File: src/rtl/lbwp_pkg.sv
// Shared types and constants for the LED bit waveform packer.
package lbwp_pkg;

  localparam int CFG_W = 6;
  localparam int CFG_ADDR_W = 2;
  localparam int BYTE_W = 8;
  localparam int MAX_SYMBOL_BITS_DEFAULT = 56;
  localparam int QUEUE_DEPTH_DEFAULT = 4;

  typedef enum logic [CFG_ADDR_W-1:0] {
    REG_ONE_HIGH   = 2'd0,
    REG_ONE_TOTAL  = 2'd1,
    REG_ZERO_HIGH  = 2'd2,
    REG_ZERO_TOTAL = 2'd3
  } cfg_reg_t;

  typedef struct packed {
    logic [CFG_W-1:0] one_high;
    logic [CFG_W-1:0] one_total;
    logic [CFG_W-1:0] zero_high;
    logic [CFG_W-1:0] zero_total;
  } cfg_t;

  localparam cfg_t CFG_RESET = '{
    one_high:   6'd14,
    one_total:  6'd28,
    zero_high:  6'd7,
    zero_total: 6'd21
  };

  typedef struct packed {
    logic [CFG_W-1:0] high;
    logic [CFG_W-1:0] total;
    logic             item_end;
    logic             frame_last;
  } sym_cmd_t;

endpackage

File: src/rtl/led_bit_waveform_packer.sv
// Top level of the LED bit waveform packer: configuration registers, front end, queue, back end.
// An input byte is registered in the front end and its symbol commands pass through the queue.
// The back end holds each finished byte until the next one or the end of the item decides its
// last flag. It loads one symbol command at a time and packs it into bytes before taking the
// next, then closes each item and, at the end of a frame, adds zero padding bytes.
// Reset: synchronous; clears the queue, the packing state and restores the register defaults.
module led_bit_waveform_packer #(
  parameter int MAX_SYMBOL_BITS = lbwp_pkg::MAX_SYMBOL_BITS_DEFAULT,
  parameter int QUEUE_DEPTH     = lbwp_pkg::QUEUE_DEPTH_DEFAULT
) (
  input  logic                            clk,
  input  logic                            rst,
  input  logic                            cfg_we,
  input  logic [lbwp_pkg::CFG_ADDR_W-1:0] cfg_addr,
  input  logic [lbwp_pkg::CFG_W-1:0]      cfg_wdata,
  input  logic                            in_valid,
  output logic                            in_ready,
  input  logic [lbwp_pkg::BYTE_W-1:0]     color_byte,
  input  logic                            frame_last,
  output logic                            out_valid,
  input  logic                            out_ready,
  output logic [lbwp_pkg::BYTE_W-1:0]     out_byte,
  output logic                            run_last,
  output logic                            is_padding
);
  import lbwp_pkg::*;

  cfg_t     cfg;
  logic     fq_valid;
  logic     fq_ready;
  sym_cmd_t fq_data;
  logic     qb_valid;
  logic     qb_ready;
  sym_cmd_t qb_data;

  always_ff @(posedge clk) begin
    if (rst) begin
      cfg <= CFG_RESET;
    end else if (cfg_we) begin
      unique case (cfg_reg_t'(cfg_addr))
        REG_ONE_HIGH:   cfg.one_high   <= cfg_wdata;
        REG_ONE_TOTAL:  cfg.one_total  <= cfg_wdata;
        REG_ZERO_HIGH:  cfg.zero_high  <= cfg_wdata;
        REG_ZERO_TOTAL: cfg.zero_total <= cfg_wdata;
        default: ;
      endcase
    end
  end

  lbwp_front #(
    .MAX_SYMBOL_BITS(MAX_SYMBOL_BITS)
  ) u_front (
    .clk        (clk),
    .rst        (rst),
    .cfg        (cfg),
    .in_valid   (in_valid),
    .in_ready   (in_ready),
    .color_byte (color_byte),
    .frame_last (frame_last),
    .cmd_valid  (fq_valid),
    .cmd_ready  (fq_ready),
    .cmd        (fq_data)
  );

  lbwp_queue #(
    .DEPTH(QUEUE_DEPTH)
  ) u_queue (
    .clk      (clk),
    .rst      (rst),
    .wr_valid (fq_valid),
    .wr_ready (fq_ready),
    .wr_data  (fq_data),
    .rd_valid (qb_valid),
    .rd_ready (qb_ready),
    .rd_data  (qb_data)
  );

  lbwp_back u_back (
    .clk        (clk),
    .rst        (rst),
    .cmd_valid  (qb_valid),
    .cmd_ready  (qb_ready),
    .cmd        (qb_data),
    .out_valid  (out_valid),
    .out_ready  (out_ready),
    .out_byte   (out_byte),
    .run_last   (run_last),
    .is_padding (is_padding)
  );

endmodule

File: src/rtl/lbwp_front.sv
// Front end: accepts colour bytes and turns each bit into a clamped symbol command.
module lbwp_front #(
  parameter int MAX_SYMBOL_BITS = lbwp_pkg::MAX_SYMBOL_BITS_DEFAULT
) (
  input  logic                          clk,
  input  logic                          rst,
  input  lbwp_pkg::cfg_t                cfg,
  input  logic                          in_valid,
  output logic                          in_ready,
  input  logic [lbwp_pkg::BYTE_W-1:0]   color_byte,
  input  logic                          frame_last,
  output logic                          cmd_valid,
  input  logic                          cmd_ready,
  output lbwp_pkg::sym_cmd_t            cmd
);
  import lbwp_pkg::*;

  localparam logic [CFG_W-1:0] MaxBits = CFG_W'(MAX_SYMBOL_BITS);

  logic              busy;
  logic [BYTE_W-1:0] color;
  logic              last;
  logic [2:0]        idx;
  logic              bit_one;
  logic [CFG_W-1:0]  total_raw;
  logic [CFG_W-1:0]  high_raw;
  logic [CFG_W-1:0]  total_sat;
  logic              push;
  logic              accept;

  assign bit_one   = color[3'd7 - idx];
  assign total_raw = bit_one ? cfg.one_total : cfg.zero_total;
  assign high_raw  = bit_one ? cfg.one_high : cfg.zero_high;
  assign total_sat = (total_raw > MaxBits) ? MaxBits : total_raw;

  assign cmd_valid      = busy;
  assign cmd.total      = total_sat;
  assign cmd.high       = (high_raw > total_sat) ? total_sat : high_raw;
  assign cmd.item_end   = (idx == 3'd7);
  assign cmd.frame_last = last;

  assign push     = busy && cmd_ready;
  assign in_ready = !busy || (push && idx == 3'd7);
  assign accept   = in_valid && in_ready;

  always_ff @(posedge clk) begin
    if (rst) begin
      busy <= 1'b0;
      idx  <= 3'd0;
    end else if (accept) begin
      busy <= 1'b1;
      idx  <= 3'd0;
    end else if (push) begin
      idx <= idx + 3'd1;
      if (idx == 3'd7) begin
        busy <= 1'b0;
      end
    end
  end

  always_ff @(posedge clk) begin
    if (accept) begin
      color <= color_byte;
      last  <= frame_last;
    end
  end

endmodule

File: src/rtl/lbwp_queue.sv
// Short command queue between the front end and the packing back end.
module lbwp_queue #(
  parameter int DEPTH = lbwp_pkg::QUEUE_DEPTH_DEFAULT
) (
  input  logic               clk,
  input  logic               rst,
  input  logic               wr_valid,
  output logic               wr_ready,
  input  lbwp_pkg::sym_cmd_t wr_data,
  output logic               rd_valid,
  input  logic               rd_ready,
  output lbwp_pkg::sym_cmd_t rd_data
);
  import lbwp_pkg::*;

  localparam int PtrW = (DEPTH > 1) ? $clog2(DEPTH) : 1;
  localparam int CntW = $clog2(DEPTH + 1);

  sym_cmd_t          mem [DEPTH];
  logic [PtrW-1:0]   wr_ptr;
  logic [PtrW-1:0]   rd_ptr;
  logic [CntW-1:0]   count;
  logic              do_wr;
  logic              do_rd;

  assign wr_ready = (count != CntW'(DEPTH));
  assign rd_valid = (count != '0);
  assign rd_data  = mem[rd_ptr];
  assign do_wr    = wr_valid && wr_ready;
  assign do_rd    = rd_valid && rd_ready;

  always_ff @(posedge clk) begin
    if (do_wr) begin
      mem[wr_ptr] <= wr_data;
    end
  end

  always_ff @(posedge clk) begin
    if (rst) begin
      wr_ptr <= '0;
      rd_ptr <= '0;
      count  <= '0;
    end else begin
      if (do_wr) begin
        wr_ptr <= (wr_ptr == PtrW'(DEPTH - 1)) ? '0 : wr_ptr + PtrW'(1);
      end
      if (do_rd) begin
        rd_ptr <= (rd_ptr == PtrW'(DEPTH - 1)) ? '0 : rd_ptr + PtrW'(1);
      end
      if (do_wr && !do_rd) begin
        count <= count + CntW'(1);
      end else if (do_rd && !do_wr) begin
        count <= count - CntW'(1);
      end
    end
  end

endmodule

File: src/rtl/lbwp_back.sv
// Back end: packs symbol bits into bytes, holds one byte back to mark the last, pads frames.
module lbwp_back (
  input  logic                        clk,
  input  logic                        rst,
  input  logic                        cmd_valid,
  output logic                        cmd_ready,
  input  lbwp_pkg::sym_cmd_t          cmd,
  output logic                        out_valid,
  input  logic                        out_ready,
  output logic [lbwp_pkg::BYTE_W-1:0] out_byte,
  output logic                        run_last,
  output logic                        is_padding
);
  import lbwp_pkg::*;

  typedef enum logic [2:0] {
    ST_SYM = 3'b001,
    ST_END = 3'b010,
    ST_PAD = 3'b100
  } state_t;

  function automatic logic [BYTE_W-1:0] run_mask(input logic [3:0] n);
    logic [BYTE_W:0] m;
    m = ((BYTE_W+1)'(1) << n) - (BYTE_W+1)'(1);
    return m[BYTE_W-1:0];
  endfunction

  state_t            state, state_next;
  logic              cur_valid, cur_valid_next;
  logic [CFG_W-1:0]  hi_rem, hi_rem_next;
  logic [CFG_W-1:0]  tot_rem, tot_rem_next;
  logic              cur_end, cur_end_next;
  logic              cur_flast, cur_flast_next;
  logic              pend_valid, pend_valid_next;
  logic [BYTE_W-1:0] pend, pend_next;
  logic [6:0]        acc, acc_next;
  logic [2:0]        fill, fill_next;
  logic [1:0]        count, count_next;

  logic [3:0]        room;
  logic [3:0]        take;
  logic [3:0]        h;
  logic              full;
  logic [BYTE_W-1:0] byte_v;
  logic              can_push;
  logic              push_en;
  logic [BYTE_W-1:0] push_byte;
  logic              push_last;
  logic              push_pad;

  assign room     = 4'd8 - {1'b0, fill};
  assign take     = (tot_rem < {2'b00, room}) ? tot_rem[3:0] : room;
  assign h        = (hi_rem < {2'b00, take}) ? hi_rem[3:0] : take;
  assign full     = (take == room);
  assign byte_v   = {1'b0, acc} | (run_mask(h) << fill);
  assign can_push = !out_valid || out_ready;

  always_comb begin
    state_next      = state;
    cur_valid_next  = cur_valid;
    hi_rem_next     = hi_rem;
    tot_rem_next    = tot_rem;
    cur_end_next    = cur_end;
    cur_flast_next  = cur_flast;
    pend_valid_next = pend_valid;
    pend_next       = pend;
    acc_next        = acc;
    fill_next       = fill;
    count_next      = count;
    cmd_ready       = 1'b0;
    push_en         = 1'b0;
    push_byte       = '0;
    push_last       = 1'b0;
    push_pad        = 1'b0;
    unique case (state)
      ST_SYM: begin
        if (!cur_valid) begin
          cmd_ready = 1'b1;
          if (cmd_valid) begin
            cur_valid_next = 1'b1;
            hi_rem_next    = cmd.high;
            tot_rem_next   = cmd.total;
            cur_end_next   = cmd.item_end;
            cur_flast_next = cmd.frame_last;
          end
        end else if (!(full && pend_valid && !can_push)) begin
          if (full) begin
            if (pend_valid) begin
              push_en   = 1'b1;
              push_byte = pend;
            end
            pend_valid_next = 1'b1;
            pend_next       = byte_v;
            acc_next        = '0;
            fill_next       = '0;
            count_next      = count + 2'd1;
          end else begin
            acc_next  = byte_v[6:0];
            fill_next = fill + take[2:0];
          end
          hi_rem_next  = hi_rem - {2'b00, h};
          tot_rem_next = tot_rem - {2'b00, take};
          if (tot_rem == {2'b00, take}) begin
            cur_valid_next = 1'b0;
            if (cur_end) begin
              state_next = ST_END;
            end
          end
        end
      end
      ST_END: begin
        if (!pend_valid) begin
          state_next = cur_flast ? ST_PAD : ST_SYM;
        end else if (can_push) begin
          push_en         = 1'b1;
          push_byte       = pend;
          push_last       = !cur_flast;
          pend_valid_next = 1'b0;
          state_next      = cur_flast ? ST_PAD : ST_SYM;
        end
      end
      ST_PAD: begin
        if (can_push) begin
          push_en    = 1'b1;
          push_pad   = 1'b1;
          push_last  = (count == 2'd3);
          count_next = count + 2'd1;
          if (count == 2'd3) begin
            acc_next   = '0;
            fill_next  = '0;
            state_next = ST_SYM;
          end
        end
      end
      default: begin
        state_next = ST_SYM;
      end
    endcase
  end

  always_ff @(posedge clk) begin
    if (rst) begin
      state      <= ST_SYM;
      cur_valid  <= 1'b0;
      pend_valid <= 1'b0;
      acc        <= '0;
      fill       <= '0;
      count      <= '0;
      out_valid  <= 1'b0;
    end else begin
      state      <= state_next;
      cur_valid  <= cur_valid_next;
      pend_valid <= pend_valid_next;
      acc        <= acc_next;
      fill       <= fill_next;
      count      <= count_next;
      if (push_en) begin
        out_valid <= 1'b1;
      end else if (out_ready) begin
        out_valid <= 1'b0;
      end
    end
  end

  always_ff @(posedge clk) begin
    hi_rem    <= hi_rem_next;
    tot_rem   <= tot_rem_next;
    cur_end   <= cur_end_next;
    cur_flast <= cur_flast_next;
    pend      <= pend_next;
    if (push_en) begin
      out_byte   <= push_byte;
      run_last   <= push_last;
      is_padding <= push_pad;
    end
  end

endmodule

File: config.mk
export PLATFORM = sky130hd
export DESIGN_NAME = led_bit_waveform_packer
export DESIGN_NICKNAME = d
export VERILOG_FILES = /design/src/rtl/lbwp_pkg.sv /design/src/rtl/led_bit_waveform_packer.sv /design/src/rtl/lbwp_front.sv /design/src/rtl/lbwp_queue.sv /design/src/rtl/lbwp_back.sv
export SDC_FILE = /design/constraint.sdc
export NUM_CORES = 1
export LEC_CHECK = 0
export BUFFER_PORTS_ARGS = -buffer_cell sky130_fd_sc_hd__buf_2
export CORE_ASPECT_RATIO = 1.25
export CORE_UTILIZATION = 50
export CTS_BUF_LIST = sky130_fd_sc_hd__clkbuf_2
export CTS_CLUSTER_SIZE = 24
export DETAILED_ROUTE_END_ITERATION = 8
export GPL_ROUTABILITY_DRIVEN = 0
export PLACE_DENSITY = 0.67
export SYNTH_ARGS = -nofsm -noshare
export SYNTH_HDL_FRONTEND = slang
export SYNTH_HIERARCHICAL = 1
export SYNTH_SLANG_ARGS = --single-unit
File: constraint.sdc
create_clock -name clk -period 7.3 [get_ports clk]
set_input_delay 0.73 -clock clk [delete_from_list [all_inputs] [get_ports clk]]
set_output_delay 0.73 -clock clk [all_outputs]
set_load 0.01 [all_outputs]
==> results of run 1 <==
-- power by group --
group	leakage (nW)	switching [mW]	total, mW	internal [mW]
clock	0.144	0.294	0.455	0.161
combinational	1.95	0.874	1.45	0.579
sequential	1.33	0.161	1.27	1.11
total	3.43	1.33	3.18	1.85
-- worst register-to-register path, cell delays in order, from the launching register on --
cell	delay [ps]
dfxtp_1	510
inv_1	200
ha_1	420
inv_1	100
ha_1	270
a21oi_1	270
a21o_1	370
and3_1	280
a21o_1	210
inv_1	110
ha_1	370
and2_1	220
a2111o_1	450
a311oi_1	440
nor3_2	260
a222oi_1	350
buf_4	210
inv_1	70
ha_1	320
inv_1	250
a311oi_1	70
a211oi_1	390
o21ai_0	170
o21ai_0	230
a211oi_1	80
-- final cells by class --
| type | instances | area (um^2) |
|---|---|---|
| Timing Repair Buffer | 40 | 218 |
| Fill cell | 1488 | 7720 |
| Clock buffer | 20 | 100 |
| Tap cell | 220 | 275 |
| Multi-Input combinational cell | 591 | 4260 |
| Sequential cell | 152 | 4010 |
| Antenna cell | 1 | 2.50 |
| Inverter | 34 | 128 |
| Clock inverter | 12 | 125 |
-- synthesized netlist by cell type, types with 11 or more instances --
library cell	count
a31oi_1	12
mux4_2	15
and2_1	14
ha_1	28
nand2_1	64
inv_1	33
nor3_1	15
clkbuf_1	25
nor2_1	67
a21oi_1	47
mux2i_1	39
nand3_1	45
edfxtp_1	97
mux2_2	11
o21ai_0	36
dfxtp_1	55
nand2b_1	24
-- routing by layer --
metal	vias to the layer above	track usage (%)	part of all wire, %
met5	-	0	0
met4	0	10.1	3.1
met3	60	4.49	4.6
met2	255	41.1	54
met1	3190	24.4	38
li1	3129	-	-
-- kinds of logic after synthesis --
logic type | count (synthesis) | synth area share (%)
xor gates and xnor gates | 17 | 1.82
adders and majority gates | 32 | 4.89
DFF | 152 | 46.7
buffers and inverters | 73 | 3.70
and+or+nand+nor | 288 | 17.2
AOI/OAI and AO/OA | 185 | 14.7
muxes | 69 | 11.0
-- registers in the layout, indices dropped and copies added (netlist names), 2 cells and up, named ones only --
signal           cells
u_queue/mem         56
cfg                 24
u_back/out_byte      8
u_back/pend          8
u_front/color        8
u_back/acc           7
u_back/hi_rem        6
u_back/tot_rem       6
u_back/fill          3
u_back/state         3
u_front/idx          3
u_queue/count        3
u_back/count         2
u_queue/rd_ptr       2
u_queue/wr_ptr       2
-- metrics by stage --
step	worst slack [ps]	power [mW]
finish	439	3.18
global route	18.6	3.39
CTS	492	3.17
detailed placement	495	2.71
global placement	876	2.66
floorplan	1280	2.36
-- path summary, 6_finish.rpt --
| check | cells past startpoint | slack [ps] | endpoint | from |
|---|---|---|---|---|
| min reg2reg | 2 | 510 | u_back/acc[3] | u_back/acc[3] |
| max reg2reg | 24 | 440 | u_back/pend[7] | u_back/fill[1] |
| min | 1 | 180 | u_front/color[1] | color_byte[1] |
| max | 24 | 440 | u_back/pend[7] | u_back/fill[1] |
==> metrics.md, run 1 <==
| Metric | Value |
|---|---|
| Status | `finished clean` |
| Top cell type by total area after synthesis | `edfxtp_1` |
| Critical Path, Cell by Cell | `inv_1 > ha_1 > inv_1 > ha_1 > a21oi_1 > a21o_1 > and3_1 > a21o_1 > inv_1 > ha_1 > and2_1 > a2111o_1 > a311oi_1 > nor3_2 > a222oi_1 > buf_4 > inv_1 > ha_1 > inv_1 > a311oi_1 > a211oi_1 > o21ai_0 > o21ai_0 > a211oi_1` |
| Clk pin slew, worst setup/hold paths | `about 210 ps` |
| Crit path capture type | `flop` |
| Most common cell after layout, fill and taps aside | `edfxtp_1` |
| Proportion of netlist area held by the largest area contributor | `around 34%` |
| Final period util | `94.0%` |
| Synth top area cells | `edfxtp_1 (34%), dfxtp_1 (13%), mux2i_1 (4.5%)` |
| Die footprint | `17700 um^2` |
| Fraction of layout cells with a size suffix above 1 | `between 15 and 20%` |
| Num CTS Buffers | `17` |
| Crit path time final | `roughly 6900 ps` |
| EDFF count, synth | `97` |
| Starting Density | `between 50 and 60%` |
| Pwr dens | `about 350 nW/um^2` |
| Syn Inst Count | `816` |
| Drt pass-1 iters | `6` |
| Average size of a mapped cell | `10.5 um^2` |
| Hold Buf Count CTS | `0` |
| Slowest stage delay, CP | `510 ps` |
| Syn nets | `869` |
| Hold Path Class | `input port to flop` |
| Clk sinks | `between 150 and 200` |
| Mapped cell area | `~8600 um^2` |
| First DRT Iteration DRCs | `about 650` |
| Register area share after synthesis | `between 40% and 50%` |
| CP most frequent cell | `inv_1` |
| Root Driver | `clkbuf_2` |
| Final setup violating endpoints | `0` |
| Worst path slowest cell | `dfxtp_1` |
| Setup Fix Bufs, Post-CTS | `0` |
| Pin count of the biggest net entering global routing | `61` |
| CTS tree | `done` |
| Leading cell types in the layout, fill and taps excluded | `edfxtp_1 (97), nor2_1 (67), nand2_1 (64)` |
| Total number of vias | `around 6600` |
| Clk_skew | `between 20 and 30 ps` |
| CP Buf/Inv Count | `6` |
| All-Layer GR Usage | `22.3%` |
| WL per Instance | `~18 um` |
| Row Count | `between 50 and 60` |
| Worst Tran Pin Value | `between 1000 and 1500 ps` |
| Yosys reg bits | `around 150` |
| Bufs on Longest Clock Path | `2` |
| Final Instance Area | `between 9000 and 10000 um^2` |
| CP Class | `flop to flop` |
| Max-cap violations | `0` |
| Die H | `between 100 and 150 um` |
| PortBufs | `33` |
| DP Area | `approximately 9000 um^2` |
| Post-synth ARST share | `0%` |
| IO Pins | `34` |
| Worst Path Required | `just under 8000 ps` |
| Fin nets | `889` |
| Max rail drop VDD | `around 0.00016 V` |
| Rel. slew slack | `29.5%` |
| Routed Antenna Nets | `0` |
| Final slew viol count | `0` |
| Critical Path AT | `~7300 ps` |
| Grt total ovfl | `0` |
| Initial antenna violation count | `1` |
| Worst-Skew Late Latency | `700 ps` |
| Setup_tns | `0 ps` |
| Worst Path Max Fanout | `13` |
| Placed instance count | `1037` |
| # DRC | `0` |
| Final Util | `roughly 54%` |
| Via density | `roughly 6.2` |
| Yosys cell types | `slightly below 90` |
| Peak Freq | `roughly 150 MHz` |
| Yosys warns | `6` |
| Hold Vio Cnt, Final | `0` |
| Crit-path leading delay family | `compound AO/OA/AOI/OAI gates` |
| Static Leak | `3.43 nW` |
| HPWL Detailed | `about 14 mm` |
| RSZ-0062 raised after global routing | `no` |
| Wirelength, routed | `approximately 19 mm` |
| Non-Filler Instances | `~1100` |
| Hold slack | `181 ps` |
| Post-CTS Resized | `0` |
| Area grow syn2layout | `6.17%` |
| H-tree depth | `4` |
| Commonest register cell after synthesis | `edfxtp_1` |
| Die W | `between 100 and 150 um` |
| Vias in the first global route | `approximately 6600` |
| First-pass GRT wire length | `between 30 and 40 mm` |
| Crit start category | `flop` |
| Core ar. | `16800 um^2` |
(Power assumes the default switching activity.)
==> run 2, diff against run 1 <==
- CAP_MARGIN: unset -> 15
- CORE_UTILIZATION: 50 -> 37
- PLACE_DENSITY: 0.67 -> unset
==> run 2 against run 1 <==
  * Total power grew 0.96%
  * Count of clock-buffer cells in the layout down 3
  * Utilization fell by 14 points
  * Critical path type unchanged
  * Global-route usage decreased by 5.8 points
  * Sequential cell count unchanged
  * Wire length is 1.2% lower
  * Non-clock buffer count grew 2
  * Clock skew up 6.3 ps
  * Sequential share of layout area shrank 0.66 points
==> metrics.md, run 2 (same netlist as run 1, synthesis figures left out) <==
| Metric | Value |
|---|---|
| Root Driver | `clkbuf_2` |
| Grt total ovfl | `0` |
| Die H | `172 um` |
| Fraction of layout cells with a size suffix above 1 | `15.6%` |
| Status | `finished clean` |
| First-pass GRT wire length | `a little over 30 mm` |
| Reg with most FFs | `u_queue/mem` |
| Static Leak | `~3.4 nW` |
| Crit path capture type | `flop` |
| Max-cap violations | `0` |
| First DRT Iteration DRCs | `350` |
| Slowest stage delay, CP | `490 ps` |
| Worst path slowest cell | `nor4_1` |
| Worst hold path endpoint | `u_front/color[4]` |
| Worst-Skew Late Latency | `a little over 700 ps` |
| All-Layer GR Usage | `around 16%` |
| Critical Path, Cell by Cell | `nor3_2 > buf_4 > inv_1 > ha_1 > or3_4 > a31oi_1 > and3_1 > a21o_1 > inv_1 > ha_1 > nor4_1 > nand3b_1 > a21oi_1 > a21boi_0 > nor3_2 > a222oi_1 > buf_4 > inv_1 > ha_1 > inv_1 > nor2_1 > and3_1 > nor4_1 > o31ai_1` |
| Total number of vias | `~6500` |
| Die footprint | `23800 um^2` |
| Routed Antenna Nets | `0` |
| Worst Tran Pin Value | `around 1100 ps` |
| Pwr dens | `approximately 350 nW/um^2` |
| Final slew viol count | `0` |
| Max rail drop VDD | `0.000133 V` |
| HPWL Detailed | `roughly 14 mm` |
| Final period util | `91.4%` |
| Row Count | `62` |
| R2R depth | `24` |
| CP Buf/Inv Count | `6` |
| Wirelength, routed | `around 19 mm` |
| Fin nets | `roughly 890` |
| Worst Path Max Fanout | `12` |
| Setup_tns | `0 ps` |
| Worst R2R Start | `u_back/fill[0]` |
| Regs by FF count | `u_queue/mem x56, cfg x24` |
| IO Pins | `34` |
| Pin count of the biggest net entering global routing | `61` |
| Crit start category | `flop` |
| Clk sinks | `about 150` |
| RSZ-0062 raised after global routing | `no` |
| Final Util | `40.5%` |
| Clk_skew | `~35 ps` |
| Rel. slew slack | `between 20% and 30%` |
| Critical Path AT | `roughly 7000 ps` |
| Most common cell after layout, fill and taps aside | `edfxtp_1` |
| Crit path time final | `about 6700 ps` |
| Via density | `about 5.7` |
| Hold Vio Cnt, Final | `0` |
| Hold path start | `color_byte[4]` |
| CTS tree | `done` |
| Setup Fix Bufs, Post-CTS | `0` |
| Core ar. | `around 23000 um^2` |
| Peak Freq | `roughly 150 MHz` |
| WL per Instance | `roughly 17 um` |
| Starting Density | `between 30 and 40%` |
| Hold-critical path depth | `1` |
| # DRC | `0` |
| Num CTS Buffers | `17` |
| Clk pin slew, worst setup/hold paths | `between 200 and 250 ps` |
| Initial antenna violation count | `1` |
| Reg2reg end | `u_back/pend[6]` |
| FF-to-FF setup slack | `630 ps` |
| CP Class | `flop to flop` |
| Hold Buf Count CTS | `0` |
| CP most frequent cell | `inv_1` |
| Bufs on Longest Clock Path | `2` |
| PortBufs | `33` |
| Die W | `138 um` |
| Vias in the first global route | `a little over 6000` |
| Area grow syn2layout | `7.79%` |
| Drt pass-1 iters | `6` |
| Leading cell types in the layout, fill and taps excluded | `edfxtp_1 (97), nor2_1 (67), nand2_1 (64)` |
| H-tree depth | `4` |
| Final setup violating endpoints | `0` |
| Max reg flops | `between 50 and 60` |
| Hold Path Class | `input port to flop` |
| Crit-path leading delay family | `simple AND/OR/NAND/NOR gates` |
| Worst Path Required | `around 7800 ps` |
## run 2: cell types whose count changed in the layout (fill, tap and decap cells not counted), sizes merged
| cell | previous run | this run |
|---|---|---|
| clkbuf | 20 | 17 |
| buf | 40 | 42 |
| clkinvlp | 1 | 3 |
| bufinv | 2 | 3 |
## run 2: worst max-delay path by stage
| stage | to | cells past startpoint | from |
|---|---|---|---|
| 2_1_floorplan | u_back/pend[6] | 25 | u_back/fill[2] |
| 3_3_place_gp | u_back/pend[7] | 24 | u_back/fill[0] |
| 3_5_place_dp | u_back/pend[6] | 23 | u_back/fill[0] |
| 4_1_cts | u_back/pend[6] | 24 | u_back/fill[0] |
| 5_1_grt | u_back/pend[6] | 25 | u_back/fill[0] |
| 6_report | u_back/pend[6] | 24 | u_back/fill[0] |
## run 2: area by class of cell
class	instances	area, um^2
Fill cell	2191	13600
Clock inverter	15	174
Antenna cell	1	2.50
Timing Repair Buffer	42	233
Clock buffer	17	85.1
Sequential cell	152	4010
Multi-Input combinational cell	591	4270
Inverter	34	128
Tap cell	288	360
## run 2: per-layer routing
layer / track usage [%] / up-vias / part of all wire, % / wire, um
met3: 2.69 / 35 / 3.9 / 732
met2: 30.5 / 189 / 52 / 9770
met4: 7.23 / 0 / 2.3 / 434
met5: 0 / - / 0 / 0
li1: - / 3124 / - / -
met1: 18.7 / 3108 / 42 / 7890
## run 2: through the flow
stage	instances	power [mW]	setup WS [ps]	cell area, um^2	hold WS, ps
final	1140	3.21	629	9260	198
after CTS	1139	3.23	741	9260	80.2
after global routing	1140	3.45	17.3	9260	96.3
after global placement	1107	2.71	881	9000	471
after floorplan	816	2.36	1280	8590	446
after detailed placement	1107	2.71	831	9000	478
## run 2: repair_timing
item	CTS	global route
resized for setup	0	1
endpoints found under the setup margin	0	1
hold endpoints to repair	0	0
## run 2: where the power goes
group	total (mW)	switching [mW]	internal (mW)
logic	1.43	0.852	0.578
registers	1.27	0.161	1.11
clock network	0.507	0.315	0.192
